--- src/design/fixed_capacity_array_list_defines.svh ---
// Assertion macros for the list design.
`ifndef FIXED_CAPACITY_ARRAY_LIST_DEFINES_SVH
`define FIXED_CAPACITY_ARRAY_LIST_DEFINES_SVH

// Same-cycle implication, checked on clk and disabled in reset.
`define FCAL_ASSERT_IMP(lbl, ante, cons, msg) \
  lbl: assert property (@(posedge clk) disable iff (!rst_n) (ante) |-> (cons)) \
    else $error(msg);

// Next-cycle implication, checked on clk and disabled in reset.
`define FCAL_ASSERT_NXT(lbl, ante, cons, msg) \
  lbl: assert property (@(posedge clk) disable iff (!rst_n) (ante) |=> (cons)) \
    else $error(msg);

`endif

--- src/design/fcal_pkg.sv ---
// Types, codes and field widths shared by the list design.
`timescale 1ns / 1ps
package fcal_pkg;

  localparam int CAPACITY_DEF   = 8;
  localparam int DATA_WIDTH_DEF = 32;

  localparam int CMD_W  = 3;
  localparam int POS_W  = 4;
  localparam int VAL_W  = 32;
  localparam int AMT_W  = 16;
  localparam int STAT_W = 3;
  localparam int IDX_W  = 3;
  localparam int CNT_W  = 4;

  typedef enum logic [CMD_W-1:0] {
    CMD_INS_FRONT = 3'd0,
    CMD_INS_END   = 3'd1,
    CMD_INS_AT    = 3'd2,
    CMD_DEL_FRONT = 3'd3,
    CMD_DEL_END   = 3'd4,
    CMD_DEL_AT    = 3'd5,
    CMD_SEARCH    = 3'd6,
    CMD_ROTATE    = 3'd7
  } cmd_t;

  typedef enum logic [STAT_W-1:0] {
    ST_OK       = 3'd0,
    ST_FULL     = 3'd1,
    ST_EMPTY    = 3'd2,
    ST_BADPOS   = 3'd3,
    ST_NOTFOUND = 3'd4
  } status_t;

  typedef enum logic [1:0] {
    ACT_HOLD  = 2'd0,
    ACT_LOAD  = 2'd1,
    ACT_LEFT  = 2'd2,
    ACT_RIGHT = 2'd3
  } cell_act_t;

  typedef struct packed {
    cell_act_t act;
    logic      cmp_en;
  } cell_ctl_t;

endpackage

--- src/design/fcal_if.sv ---
// Request and result channel interfaces of the list.
`timescale 1ns / 1ps
interface fcal_in_if;
  logic                              valid;
  logic                              ready;
  logic [fcal_pkg::CMD_W-1:0]        command;
  logic [fcal_pkg::POS_W-1:0]        position;
  logic signed [fcal_pkg::VAL_W-1:0] value;
  logic [fcal_pkg::AMT_W-1:0]        rotate_amount;

  modport source (output valid, command, position, value, rotate_amount, input ready);
  modport sink   (input valid, command, position, value, rotate_amount, output ready);
endinterface

interface fcal_out_if;
  logic                              valid;
  logic                              ready;
  logic [fcal_pkg::STAT_W-1:0]       status;
  logic signed [fcal_pkg::VAL_W-1:0] removed_value;
  logic [fcal_pkg::IDX_W-1:0]        found_index;
  logic [fcal_pkg::CNT_W-1:0]        entry_count;

  modport source (output valid, status, removed_value, found_index, entry_count, input ready);
  modport sink   (input valid, status, removed_value, found_index, entry_count, output ready);
endinterface

--- src/design/fcal_cell.sv ---
// One storage cell of the list: holds a word, shifts with its neighbours, compares to a key.
`timescale 1ns / 1ps
module fcal_cell #(
  parameter int DATA_WIDTH = fcal_pkg::DATA_WIDTH_DEF
) (
  input  logic                  clk,
  input  fcal_pkg::cell_ctl_t   ctl,
  input  logic [DATA_WIDTH-1:0] key,
  input  logic [DATA_WIDTH-1:0] left_i,
  input  logic [DATA_WIDTH-1:0] right_i,
  output logic [DATA_WIDTH-1:0] data_o,
  output logic                  match_o
);
  import fcal_pkg::*;

  logic [DATA_WIDTH-1:0] data_r;
  logic [DATA_WIDTH-1:0] data_nxt;
  logic                  match_r;

  always_comb begin
    case (ctl.act)
      ACT_LOAD:  data_nxt = key;
      ACT_LEFT:  data_nxt = left_i;
      ACT_RIGHT: data_nxt = right_i;
      default:   data_nxt = data_r;
    endcase
  end

  always_ff @(posedge clk) begin
    data_r <= data_nxt;
    if (ctl.cmp_en) begin
      match_r <= (data_r == key);
    end
  end

  assign data_o  = data_r;
  assign match_o = match_r;

endmodule

--- src/design/fcal_mod.sv ---
// Restoring remainder unit: rotate amount modulo the entry count, one bit a cycle.
`timescale 1ns / 1ps
module fcal_mod #(
  parameter int CAPACITY = fcal_pkg::CAPACITY_DEF
) (
  input  logic                                clk,
  input  logic                                rst_n,
  input  logic                                start_i,
  input  logic [fcal_pkg::AMT_W-1:0]          dividend_i,
  input  logic [$clog2(CAPACITY+1)-1:0]       divisor_i,
  output logic                                done_o,
  output logic [$clog2(CAPACITY+1)-1:0]       rem_o
);
  import fcal_pkg::*;

  localparam int CW = $clog2(CAPACITY + 1);
  localparam int SW = $clog2(AMT_W);

  logic          busy_r;
  logic          done_r;
  logic [SW-1:0] step_r;
  logic [AMT_W-1:0] num_r;
  logic [CW-1:0] div_r;
  logic [CW-1:0] rem_r;
  logic [CW-1:0] rem_nxt;
  logic [CW:0]   trial;
  logic [CW:0]   diff;

  // bring down the next dividend bit, subtract where it fits
  always_comb begin
    trial = {rem_r, num_r[AMT_W-1]};
    diff  = trial - {1'b0, div_r};
    if (trial >= {1'b0, div_r}) begin
      rem_nxt = diff[CW-1:0];
    end else begin
      rem_nxt = trial[CW-1:0];
    end
  end

  always_ff @(posedge clk) begin
    if (!rst_n) begin
      busy_r <= 1'b0;
      done_r <= 1'b0;
    end else begin
      done_r <= 1'b0;
      if (start_i) begin
        busy_r <= 1'b1;
        step_r <= '0;
        num_r  <= dividend_i;
        div_r  <= divisor_i;
        rem_r  <= '0;
      end else if (busy_r) begin
        rem_r  <= rem_nxt;
        num_r  <= num_r << 1;
        step_r <= step_r + 1'b1;
        if (step_r == SW'(AMT_W - 1)) begin
          busy_r <= 1'b0;
          done_r <= 1'b1;
        end
      end
    end
  end

  assign done_o = done_r;
  assign rem_o  = rem_r;

endmodule

--- src/design/fixed_capacity_array_list.sv ---
// Top level of the fixed-capacity ordered list with insert, delete, search and rotate.
`timescale 1ns / 1ps
`include "fixed_capacity_array_list_defines.svh"
// The list is a row of CAPACITY cells, one word each, with a fill count. One request is
// handled at a time and gives one result. Inserts and deletes shift all cells together in
// the accept cycle; for these and for refused requests the result is then loaded in S_EMIT
// once the output register is free. A search compares in all cells in parallel, then the
// first live match is picked. A rotate has a 16-step remainder unit work out k = amount mod
// count, then the cell ring moves one place right per cycle, k times. A new request is taken
// while the previous result still waits in the output register.
module fixed_capacity_array_list #(
  parameter int CAPACITY   = fcal_pkg::CAPACITY_DEF,
  parameter int DATA_WIDTH = fcal_pkg::DATA_WIDTH_DEF
) (
  input logic        clk,
  input logic        rst_n,
  fcal_in_if.sink    in_chan,
  fcal_out_if.source out_chan
);
  import fcal_pkg::*;

  localparam int CW  = $clog2(CAPACITY + 1);
  localparam int IW  = $clog2(CAPACITY);
  localparam int PCW = (CW > POS_W) ? CW : POS_W;

  typedef enum logic [2:0] {
    S_IDLE,
    S_SEARCH,
    S_MOD,
    S_ROT,
    S_EMIT
  } state_t;

  state_t            state_r;
  logic [CW-1:0]     count_r;
  logic [CW-1:0]     rot_left_r;
  status_t           res_status_r;
  logic [VAL_W-1:0]  res_removed_r;
  logic [IW-1:0]     res_idx_r;
  logic              out_valid_r;
  logic [STAT_W-1:0] out_status_r;
  logic [VAL_W-1:0]  out_removed_r;
  logic [IDX_W-1:0]  out_found_r;
  logic [CNT_W-1:0]  out_count_r;

  logic                  fire;
  cmd_t                  cmd;
  logic [PCW-1:0]        pos_x;
  logic [PCW-1:0]        cnt_x;
  logic                  full;
  logic                  empty;
  logic                  ins_ok;
  logic                  del_ok;
  status_t               dec_status;
  logic [CW-1:0]         op_pos;
  logic [CW-1:0]         last_c;
  logic [DATA_WIDTH+VAL_W-1:0] key_ext;
  logic [DATA_WIDTH-1:0] key;
  logic [DATA_WIDTH-1:0] tail;
  logic [DATA_WIDTH-1:0] rm_w;
  logic [VAL_W+DATA_WIDTH-1:0] rm_ext;
  logic                  hit;
  logic [IW-1:0]         hit_idx;
  logic [IW+IDX_W-1:0]   idx_ext;
  logic [CW+CNT_W-1:0]   cnt_ext;
  logic                  mod_start;
  logic                  mod_done;
  logic [CW-1:0]         mod_rem;
  logic                  emit_load;

  logic [DATA_WIDTH-1:0] data_w [CAPACITY];
  logic [CAPACITY-1:0]   match_w;
  cell_ctl_t             ctl_w [CAPACITY];

  assign fire  = in_chan.valid && in_chan.ready;
  assign cmd   = cmd_t'(in_chan.command);
  assign pos_x = PCW'(in_chan.position);
  assign cnt_x = PCW'(count_r);
  assign full  = (count_r == CW'(CAPACITY));
  assign empty = (count_r == '0);

  // stored word is the low DATA_WIDTH bits of the request value
  assign key_ext = {{DATA_WIDTH{1'b0}}, in_chan.value};
  assign key     = key_ext[DATA_WIDTH-1:0];

  assign last_c = count_r - 1'b1;
  assign tail   = data_w[last_c[IW-1:0]];
  assign rm_w   = data_w[op_pos[IW-1:0]];
  assign rm_ext = {{VAL_W{rm_w[DATA_WIDTH-1]}}, rm_w};

  always_comb begin
    ins_ok     = 1'b0;
    del_ok     = 1'b0;
    dec_status = ST_OK;
    op_pos     = '0;
    case (cmd)
      CMD_INS_FRONT, CMD_INS_END, CMD_INS_AT: begin
        if (full) begin
          dec_status = ST_FULL;
        end else if (cmd == CMD_INS_AT && pos_x > cnt_x) begin
          dec_status = ST_BADPOS;
        end else begin
          ins_ok = 1'b1;
          if (cmd == CMD_INS_END) begin
            op_pos = count_r;
          end else if (cmd == CMD_INS_AT) begin
            op_pos = pos_x[CW-1:0];
          end
        end
      end
      CMD_DEL_FRONT, CMD_DEL_END, CMD_DEL_AT: begin
        if (empty) begin
          dec_status = ST_EMPTY;
        end else if (cmd == CMD_DEL_AT && pos_x >= cnt_x) begin
          dec_status = ST_BADPOS;
        end else begin
          del_ok = 1'b1;
          if (cmd == CMD_DEL_END) begin
            op_pos = last_c;
          end else if (cmd == CMD_DEL_AT) begin
            op_pos = pos_x[CW-1:0];
          end
        end
      end
      CMD_SEARCH, CMD_ROTATE: begin
        if (empty) begin
          dec_status = ST_EMPTY;
        end
      end
      default: begin
        dec_status = ST_OK;
      end
    endcase
  end

  assign mod_start = fire && (cmd == CMD_ROTATE) && !empty;

  for (genvar i = 0; i < CAPACITY; i++) begin : g_cell
    logic [DATA_WIDTH-1:0] left_w;
    logic [DATA_WIDTH-1:0] right_w;

    // the head of the row takes the last live entry when the ring turns
    if (i == 0) begin : g_head
      assign left_w = tail;
    end else begin : g_body
      assign left_w = data_w[i-1];
    end
    if (i == CAPACITY - 1) begin : g_end
      assign right_w = data_w[i];
    end else begin : g_mid
      assign right_w = data_w[i+1];
    end

    always_comb begin
      ctl_w[i].act    = ACT_HOLD;
      ctl_w[i].cmp_en = fire && (cmd == CMD_SEARCH) && !empty;
      if (state_r == S_ROT) begin
        ctl_w[i].act = ACT_LEFT;
      end else if (fire && ins_ok) begin
        if (CW'(i) > op_pos) begin
          ctl_w[i].act = ACT_LEFT;
        end else if (CW'(i) == op_pos) begin
          ctl_w[i].act = ACT_LOAD;
        end
      end else if (fire && del_ok) begin
        if (CW'(i) >= op_pos) begin
          ctl_w[i].act = ACT_RIGHT;
        end
      end
    end

    fcal_cell #(.DATA_WIDTH(DATA_WIDTH)) u_cell (
      .clk     (clk),
      .ctl     (ctl_w[i]),
      .key     (key),
      .left_i  (left_w),
      .right_i (right_w),
      .data_o  (data_w[i]),
      .match_o (match_w[i])
    );
  end

  // first live match wins: scan from the top so the lowest index is kept
  always_comb begin
    hit     = 1'b0;
    hit_idx = '0;
    for (int i = CAPACITY - 1; i >= 0; i--) begin
      if (match_w[i] && (CW'(i) < count_r)) begin
        hit     = 1'b1;
        hit_idx = IW'(i);
      end
    end
  end

  fcal_mod #(.CAPACITY(CAPACITY)) u_mod (
    .clk        (clk),
    .rst_n      (rst_n),
    .start_i    (mod_start),
    .dividend_i (in_chan.rotate_amount),
    .divisor_i  (count_r),
    .done_o     (mod_done),
    .rem_o      (mod_rem)
  );

  assign idx_ext = {{IDX_W{1'b0}}, res_idx_r};
  assign cnt_ext = {{CNT_W{1'b0}}, count_r};

  // hold the result until the output register is free
  assign emit_load = (state_r == S_EMIT) && (!out_valid_r || out_chan.ready);

  always_ff @(posedge clk) begin
    if (!rst_n) begin
      state_r     <= S_IDLE;
      count_r     <= '0;
      out_valid_r <= 1'b0;
    end else begin
      if (emit_load) begin
        out_valid_r <= 1'b1;
      end else if (out_valid_r && out_chan.ready) begin
        out_valid_r <= 1'b0;
      end
      case (state_r)
        S_IDLE: begin
          if (fire) begin
            res_status_r  <= dec_status;
            res_removed_r <= del_ok ? rm_ext[VAL_W-1:0] : '0;
            res_idx_r     <= '0;
            if (ins_ok) begin
              count_r <= count_r + 1'b1;
            end
            if (del_ok) begin
              count_r <= count_r - 1'b1;
            end
            if (cmd == CMD_SEARCH && !empty) begin
              state_r <= S_SEARCH;
            end else if (mod_start) begin
              state_r <= S_MOD;
            end else begin
              state_r <= S_EMIT;
            end
          end
        end
        S_SEARCH: begin
          res_status_r <= hit ? ST_OK : ST_NOTFOUND;
          res_idx_r    <= hit_idx;
          state_r      <= S_EMIT;
        end
        S_MOD: begin
          if (mod_done) begin
            if (mod_rem == '0) begin
              state_r <= S_EMIT;
            end else begin
              rot_left_r <= mod_rem;
              state_r    <= S_ROT;
            end
          end
        end
        S_ROT: begin
          rot_left_r <= rot_left_r - 1'b1;
          if (rot_left_r == CW'(1)) begin
            state_r <= S_EMIT;
          end
        end
        S_EMIT: begin
          if (emit_load) begin
            out_status_r  <= res_status_r;
            out_removed_r <= res_removed_r;
            out_found_r   <= idx_ext[IDX_W-1:0];
            out_count_r   <= cnt_ext[CNT_W-1:0];
            state_r       <= S_IDLE;
          end
        end
        default: begin
          state_r <= S_IDLE;
        end
      endcase
    end
  end

  assign in_chan.ready          = (state_r == S_IDLE);
  assign out_chan.valid         = out_valid_r;
  assign out_chan.status        = out_status_r;
  assign out_chan.removed_value = out_removed_r;
  assign out_chan.found_index   = out_found_r;
  assign out_chan.entry_count   = out_count_r;

  `FCAL_ASSERT_NXT(a_accept_leaves_idle, fire, state_r != S_IDLE, "request accepted but still idle")
  `FCAL_ASSERT_IMP(a_rot_bounded, state_r == S_ROT, rot_left_r != '0 && rot_left_r < count_r, "rotate steps out of range")
  `FCAL_ASSERT_NXT(a_count_holds, !fire, $stable(count_r), "count changed without a request")
  `FCAL_ASSERT_IMP(a_out_from_emit, $rose(out_valid_r), $past(state_r) == S_EMIT, "result raised outside emit")

endmodule

--- src/flat_wrapper.sv ---
// flat-port wrapper written by rule: the top's interface ports become plain ports
module fixed_capacity_array_list_flat import fcal_pkg::*;
#(
  parameter int CAPACITY   = fcal_pkg::CAPACITY_DEF,
  parameter int DATA_WIDTH = fcal_pkg::DATA_WIDTH_DEF
)
  (clk, rst_n, in_chan_valid, in_chan_command, in_chan_position, in_chan_value, in_chan_rotate_amount, in_chan_ready, out_chan_valid, out_chan_status, out_chan_removed_value, out_chan_found_index, out_chan_entry_count, out_chan_ready);
  fcal_in_if in_chan_i ();
  fcal_out_if out_chan_i ();
  input logic clk;
  input logic rst_n;
  input wire logic [$bits(in_chan_i.valid)-1:0] in_chan_valid;
  input wire logic [$bits(in_chan_i.command)-1:0] in_chan_command;
  input wire logic [$bits(in_chan_i.position)-1:0] in_chan_position;
  input wire logic [$bits(in_chan_i.value)-1:0] in_chan_value;
  input wire logic [$bits(in_chan_i.rotate_amount)-1:0] in_chan_rotate_amount;
  output wire logic [$bits(in_chan_i.ready)-1:0] in_chan_ready;
  output wire logic [$bits(out_chan_i.valid)-1:0] out_chan_valid;
  output wire logic [$bits(out_chan_i.status)-1:0] out_chan_status;
  output wire logic [$bits(out_chan_i.removed_value)-1:0] out_chan_removed_value;
  output wire logic [$bits(out_chan_i.found_index)-1:0] out_chan_found_index;
  output wire logic [$bits(out_chan_i.entry_count)-1:0] out_chan_entry_count;
  input wire logic [$bits(out_chan_i.ready)-1:0] out_chan_ready;
  assign in_chan_i.valid = in_chan_valid;
  assign in_chan_i.command = in_chan_command;
  assign in_chan_i.position = in_chan_position;
  assign in_chan_i.value = in_chan_value;
  assign in_chan_i.rotate_amount = in_chan_rotate_amount;
  assign in_chan_ready = in_chan_i.ready;
  assign out_chan_valid = out_chan_i.valid;
  assign out_chan_status = out_chan_i.status;
  assign out_chan_removed_value = out_chan_i.removed_value;
  assign out_chan_found_index = out_chan_i.found_index;
  assign out_chan_entry_count = out_chan_i.entry_count;
  assign out_chan_i.ready = out_chan_ready;
  fixed_capacity_array_list #(.CAPACITY(CAPACITY), .DATA_WIDTH(DATA_WIDTH)) u_core (.clk(clk), .rst_n(rst_n), .in_chan(in_chan_i), .out_chan(out_chan_i));
endmodule
--- config.mk ---
export PLATFORM = sky130hd
export DESIGN_NAME = fixed_capacity_array_list_flat
export DESIGN_NICKNAME = d
export VERILOG_FILES = /design/src/design/fcal_pkg.sv /design/src/design/fcal_if.sv /design/src/design/fcal_cell.sv /design/src/design/fcal_mod.sv /design/src/design/fixed_capacity_array_list.sv /design/src/flat_wrapper.sv
export VERILOG_INCLUDE_DIRS = /design/src /design/src/design
export SDC_FILE = /design/constraint.sdc
export NUM_CORES = 1
export LEC_CHECK = 0
export BUFFER_PORTS_ARGS = -buffer_cell sky130_fd_sc_hd__buf_2
export CAP_MARGIN = 20
export CORE_AREA = 2 2 257 259
export CTS_BUF_LIST = sky130_fd_sc_hd__clkbuf_8
export DETAILED_ROUTE_END_ITERATION = 6
export DIE_AREA = 0 0 259 261
export PLACE_DENSITY = 0.59
export SYNTH_ARGS = -nofsm -noshare
export SYNTH_HDL_FRONTEND = slang
export SYNTH_SLANG_ARGS = --single-unit
--- constraint.sdc ---
create_clock -name clk -period 11.2 [get_ports clk]
set_input_delay 0.56 -clock clk [delete_from_list [all_inputs] [get_ports clk]]
set_output_delay 0.56 -clock clk [all_outputs]
set_load 0.005 [all_outputs]
[Yosys cells after proc, flatten, opt, wreduce, memory -nomap -nowiden]
Cells that the tools add are included.
Storage, ports and cells
  output and inout bits: 44
  input bits: 59
  logic and storage cells: 309
  bits in registers: 386
Operators by class
  order comparisons: 29
  eq/ne operators: 57
  add/sub/neg operators: 5
  bitwise gates (word level): 4
  reduce and logical (&&, ||, !) cells: 53
  mux-type cells: 128
Operators with widths (number)
  32-bit case mux with 3 select lines: 7
  32-bit == test: 8
  32-bit binary-select mux with 3-bit select: 2
  32-bit 2-to-1 mux: 4
  2-bit 2-to-1 mux: 43
  32-bit case mux with 2 select lines: 1
  3-bit 2-to-1 mux: 20
  4-bit 2-to-1 mux: 15
  16-bit 2-to-1 mux: 2
  2-bit == test (second input constant): 15
  1-bit 2-to-1 mux: 28
  3-bit nonzero test: 7
  1-bit logical AND: 20
  2-bit by 1-bit == test with 1-bit output (second input constant): 8
  3-bit by 4-bit == test with 1-bit output (first input constant): 4
  3-bit by 4-bit >= comparator with 1-bit output (first input constant): 4
  3-bit by 4-bit greater-than comparator with 1-bit output (first input constant): 4
  3-bit by 4-bit less-than comparator with 1-bit output (first input constant): 4
  4-bit case mux with 2 select lines: 2
  3-bit == test (second input constant): 5
  3-bit case mux with 5 select lines: 1
  3-bit by 2-bit == test with 1-bit output (second input constant): 4
  4-bit zero test: 3
  3-bit case mux with 2 select lines: 2
  other kinds (32): 63

[Logic depth before layout (Yosys ltp)]
  word-level depth: 13
  depth in mapped cells: 16
  gate-level depth less buffers: 12

[Cells and area by module]
From an unflattened synthesis, not the netlist that was laid out.
Second synthesis, totals
  cell total of the unflattened synthesis: 2334
  area, all modules: 25689.6 sq um
Modules (own cells, without submodules)
  fcal_cell: sequential area each 991.0 sq um, area each 2016.9 sq um, instances 8, cells each 184
  fixed_capacity_array_list: sequential area each 2682.6 sq um, area each 8136.6 sq um, instances 1, cells each 765
  fcal_mod: sequential area each 880.8 sq um, area each 1417.6 sq um, instances 1, cells each 97

[Worst setup path after synthesis]
Ideal clock, no wire load.
  path type: register to register
  from: reg u_core.count_r[3], in the netlist u_core.cnt_x[3]
  to: reg u_core.g_cell[4].u_cell.data_r[0] (enable)
  setup slack: 5990 ps
  period minus slack after synthesis: 5210 ps
  data required time: 10730 ps
  buffers on the path: 4
  library setup time: 470 ps
  arrival: 4741 ps
  cell stages (with the launch flop): 13
  path through: dfxtp_1 buf_1 inv_1 ha_1 nand4_1 nand3b_2 a21o_1 nand2_2 o22ai_1 buf_6 buf_2 buf_2 o31ai_1
Between the ends
  word-level cells in the longest chain between the ends: 12
Ends and longest elaborated chain
  start, declared: line fixed_capacity_array_list.sv:35  | logic [CW-1:0] count_r;
  start signal, assigned: line fixed_capacity_array_list.sv:229  | count_r <= count_r + 1'b1;
  start signal, assigned: line fixed_capacity_array_list.sv:232  | count_r <= count_r - 1'b1;
  4-bit by 1-bit subtractor with 4-bit output (tied with other cells): line fixed_capacity_array_list.sv:86  | assign last_c = count_r - 1'b1;
  4-bit 2-to-1 mux (tied with other cells): line fixed_capacity_array_list.sv:118  | if (cmd == CMD_DEL_END) begin
  4-bit 2-to-1 mux, on equally long branches: line fixed_capacity_array_list.sv:114, fixed_capacity_array_list.sv:100
  4-bit 2-to-1 mux, on equally long branches: line fixed_capacity_array_list.sv:112, fixed_capacity_array_list.sv:98
  4-bit case mux with 2 select lines: line fixed_capacity_array_list.sv:96  | case (cmd)
  3-bit by 4-bit >= comparator with 1-bit output / 3-bit by 4-bit == test with 1-bit output (equally long branches): line fixed_capacity_array_list.sv:166, fixed_capacity_array_list.sv:162
  2-bit 2-to-1 mux / 1-bit 2-to-1 mux (equally long branches): line fixed_capacity_array_list.sv:166, fixed_capacity_array_list.sv:162
  2-bit 2-to-1 mux, on equally long branches: line fixed_capacity_array_list.sv:165, fixed_capacity_array_list.sv:160
  2-bit 2-to-1 mux *: line fixed_capacity_array_list.sv:159  | end else if (fire && ins_ok) begin
  2-bit 2-to-1 mux *: line fixed_capacity_array_list.sv:157  | if (state_r == S_ROT) begin
  2-bit == test / 2-bit by 1-bit == test with 1-bit output (equally long branches): line fcal_cell.sv:21  | case (ctl.act)
  3-bit nonzero test (no source line) *
  end signal, assigned: line fcal_cell.sv:30  | data_r <= data_nxt;
  end, declared: line fcal_cell.sv:16  | logic [DATA_WIDTH-1:0] data_r;
Every way passes the cells marked *; elsewhere a longest branch is shown, timed or not.
A chain may end at the register's enable or synchronous reset.

[Worst setup path in the final report]
  from: reg u_core.count_r[0], in the netlist u_core.cnt_x[0]
  to: reg u_core.g_cell[2].u_cell.data_r[9] (data pin)
Between the ends
  word-level cells in the longest chain between the ends: 12
Ends and longest elaborated chain
  4-bit by 1-bit subtractor with 4-bit output (tied with other cells): line fixed_capacity_array_list.sv:86
  4-bit 2-to-1 mux (tied with other cells): line fixed_capacity_array_list.sv:118
  4-bit 2-to-1 mux, on equally long branches: line fixed_capacity_array_list.sv:114, fixed_capacity_array_list.sv:100
  4-bit 2-to-1 mux, on equally long branches: line fixed_capacity_array_list.sv:112, fixed_capacity_array_list.sv:98
  4-bit case mux with 2 select lines: line fixed_capacity_array_list.sv:96
  2-bit by 4-bit >= comparator with 1-bit output / 2-bit by 4-bit == test with 1-bit output (equally long branches): line fixed_capacity_array_list.sv:166, fixed_capacity_array_list.sv:162
  2-bit 2-to-1 mux / 1-bit 2-to-1 mux (equally long branches): line fixed_capacity_array_list.sv:166, fixed_capacity_array_list.sv:162
  2-bit 2-to-1 mux, on equally long branches: line fixed_capacity_array_list.sv:165, fixed_capacity_array_list.sv:160
  2-bit 2-to-1 mux *: line fixed_capacity_array_list.sv:159
  2-bit 2-to-1 mux *: line fixed_capacity_array_list.sv:157
  2-bit == test / 2-bit by 1-bit == test with 1-bit output (equally long branches): line fcal_cell.sv:21
  32-bit case mux with 3 select lines *: line fcal_cell.sv:21
  via u_core.g_cell[2].u_cell.data_nxt[9]: line fcal_cell.sv:17  | logic [DATA_WIDTH-1:0] data_nxt;
  end signal, assigned: line fcal_cell.sv:30
  end, declared: line fcal_cell.sv:16
The timed path passes the listed nets; every way through them passes the cells marked *.

==> qor.csv <==
metric;value;unit
hold-path-cell-count;3;
cell_accounting_for_the_most_synthesized_area;edfxtp_1;
route.detailed.wl_per_inst;31.3;um
setup-violations-final;0;
postSynthAreaPerCell;12.5;um2
layout-drive-gt1-share;24.4;%
cts_resized;0;
boundaryPins;103;
mappedNetlistNets;2024;
critPathCaptureType;flop;
hold_buffers;0;
timing.critical_path.fanout_max;44;
vias_in_the_first_global_route;18400;
floorplan.die.height;261;um
grt_setup_unrepaired;false;
worstPathRequired;11.64;ns
cts_post_setup_buffers_inserted;0;
via_per_inst;6.44;
timing.critical_path.mode_cell;buf_4;
clk_pin_slew_worst_paths;0.06;ns
slowest_delay;1.09;ns
leakagePower;9.44;nW
die_area;67600;um2
multi_input_comb_area;12300;um2
crit_arrival;6.28;ns
cts.sink_count;386;
cts.root.buffer_cell;clkbuf_8;
synthDistinctLibCells;76;
grt_overflow;0;
grt_antenna_before_repair;4;
ys_dominant_reg_cell;edfxtp_1;
detailedRoute.firstIterationViolations;2656;
io_buffers;102;
fin_skew;0.0306;ns
final_wirelength;91.8;mm
slowest_cp_cell;nor2b_4;
flow.area_growth_from_synthesis;11.6;%
setup_slack_on_the_worst_flop_to_flop_path;5.36;ns
hold_path_startpoint;in_chan_rotate_amount[4];
grt_start_max_net_pins;47;
synth_area_leaders;edfxtp_1 46%, mux4_2 12%, xor2_1 9.2%;
slew-limit-headroom;21.0;%
cellPowerDensity;157;nW/um2
fin_total_pwr;0.00428;W
seq_area;11500;um2
ir_drop;0.0951;mV
start_kind;flop;
grt_pass1_wl;133;mm
htree_levels;3;
cts_buffers;75;
initial_utilization;37.6;%
core.rowCount;94;
drc;0;
synthCells;1949;
achievable-frequency;171;MHz
worst_setup_path_startpoint;u_core.cnt_x[0]$_SDFFE_PN0P_;
postSynthRegisterBits;386;
coreArea;65000;um2
ys_async_sr_fraction;0;%
status;completed;
mappedNetlistArea;24400;um2
r2r_cells;12;
clk_path_buf_depth;3;
worst_pin_slew;1.18;ns
yosys.area.top_type_share;46.2;%
synth_warnings;0;
layout.filler_cells;6075;
worstHoldEndpoint;u_core.u_mod.num_r[4]$_DFFE_PP_;
nNetsFinal;2080;
report.final.hold_viol_count;0;
final_max_slew_viol_count;0;
worst_r2r_endpoint;u_core.g_cell[2].u_cell.data_o[9]$_DFFE_PP_;
track_usage;27.0;%
tns;0;ns
synth_edf_count;376;
worst_r2r_startpoint;u_core.cnt_x[0]$_SDFFE_PN0P_;
final_min_period_over_clock_period;52.2;%
hold_path.class;input port to flop;
ant_nets;0;
tritoncts;yes;
cells_traversed_along_the_worst_timing_path;inv_1 > ha_4 > xor2_4 > buf_4 > mux2i_1 > nand2_1 > nand3_1 > and2_2 > nor2b_4 > a211oi_4 > buf_4 > a221o_1;
worst-setup-path-type;flop to flop;
detailedPlacementHpwl;60.9;mm
die_width;259;um
globalplace.congestion;1.01;
dr.pass1.iters;6;
clock_insertion_delay_worst_skew;0.70;ns
via_count;18900;
drv.max_cap_violation_count;0;
sequential_share_of_the_synthesized_area;47.0;%
min_period;5.84;ns
[area by class of cell]
cell class                 instances  area share [%]
antenna                            3          0.0275
clock buffer                      77            3.89
clock inverter                    61            1.25
inverter                          23           0.317
multi-input combinational       1374            45.2
sequential                       386            42.1
tap                              864            3.96
timing repair buffer             145            3.17
[routing by layer]
layer,part of all wire (%),global-route usage (%),vias to the layer above
met5,0.014,0,-
met2,47,43.1,1222
li1,-,-,7833
met1,39,35.1,9618
met3,9.4,6.20,212
met4,4.4,12.1,2
[where the power goes]
| group | internal (W) | switching, W | total (W) |
|---|---|---|---|
| Combinational | 0.000412 | 0.000602 | 0.00101 |
| Sequential | 0.00175 | 0.000147 | 0.00189 |
| Clock | 0.000693 | 0.000681 | 0.00137 |
| Total | 0.00285 | 0.00143 | 0.00428 |
[per-stage QoR]
step	setup WS [ns]	util, %	cells	hold slack, ns	instance area [um2]
2_1_floorplan	5.99	-	1949	0.400	24400
3_3_place_gp	5.60	39.7	2789	0.405	25800
3_5_place_dp	5.51	39.7	2791	0.405	25800
4_1_cts	5.53	41.9	2929	0.0840	27200
5_1_grt	5.24	41.9	2932	0.136	27300
6_report	5.36	41.9	2933	0.132	27300
[placed cells by master (no fill, tap or decap), types with 22 or more instances in the layout]
cell / n
a22oi_1: 38
nor2b_1: 37
nor4_1: 69
mux2i_1: 36
o21ai_0: 90
xor2_1: 257
a221o_1: 94
nor2_1: 104
clkbuf_8: 77
inv_1: 48
mux2_2: 82
o221ai_1: 32
a21oi_1: 22
a32oi_1: 32
nand2_1: 141
edfxtp_1: 376
buf_4: 41
mux4_2: 128
buf_2: 102
a22o_1: 32
[kinds of logic after synthesis]
logic type | count (synthesis) | share of synthesized area [%]
AOI/OAI and AO/OA | 385 | 12.4
adders and majority gates | 16 | 0.850
xor gates and xnor gates | 265 | 9.52
and+or+nand+nor | 448 | 9.03
buffers and inverters | 189 | 3.49
DFF | 386 | 47.0
muxes | 260 | 17.7
[worst max path at each step]
stage / cells after the start / slack, ns / end
3_5_place_dp: 12 / 5.51 / u_core.g_cell[2].u_cell.data_o[9]$_DFFE_PP_
4_1_cts: 12 / 5.53 / u_core.g_cell[2].u_cell.data_o[6]$_DFFE_PP_
5_1_grt: 12 / 5.24 / u_core.g_cell[2].u_cell.data_o[7]$_DFFE_PP_
3_3_place_gp: 12 / 5.60 / u_core.g_cell[2].u_cell.data_o[6]$_DFFE_PP_
2_1_floorplan: 12 / 5.99 / u_core.g_cell[4].u_cell.data_o[0]$_DFFE_PP_
6_report: 12 / 5.36 / u_core.g_cell[2].u_cell.data_o[9]$_DFFE_PP_
[worst max-delay path: cells and delay by family, from the launching register on]
kind	cells	cell delay (ns)
adder cells (fa/ha/maj)	1	0.28
XOR/XNOR	1	0.14
AO/OA/AOI/OAI	2	0.64
buffers and inverters	3	1.04
AND/OR/NAND/NOR	4	2.14
flip-flops	1	0.84
multiplexers	1	0.45
[cells in the mapped netlist (all sizes together), types with 10 or more instances]
cell type / number
a21oi: 24
a221o: 94
a22o: 32
a22oi: 39
a32oi: 32
buf: 94
clkbuf: 72
dfxtp: 10
edfxtp: 376
ha: 15
inv: 23
mux2: 96
mux2i: 36
mux4: 128
nand2: 148
nand3: 13
nand4: 20
nor2: 110
nor2b: 39
nor3: 16
nor4: 69
o21ai: 97
o221ai: 32
xor2: 258
[registers in the layout, indices dropped and copies added (netlist names), 4 cells and up]
name	flops
u_core.g_cell.u_cell.data_o	256
u_core.cnt_x	4
u_core.u_mod.rem_o	4
u_core.out_chan.removed_value	32
u_core.u_mod.step_r	4
u_core.u_mod.num_r	16
u_core.u_mod.div_r	4
u_core.rot_left_r	4
u_core.res_removed_r	32
u_core.g_cell.u_cell.match_o	8
u_core.out_chan.entry_count	4
No activity file was read; power rests on OpenSTA's default activity.
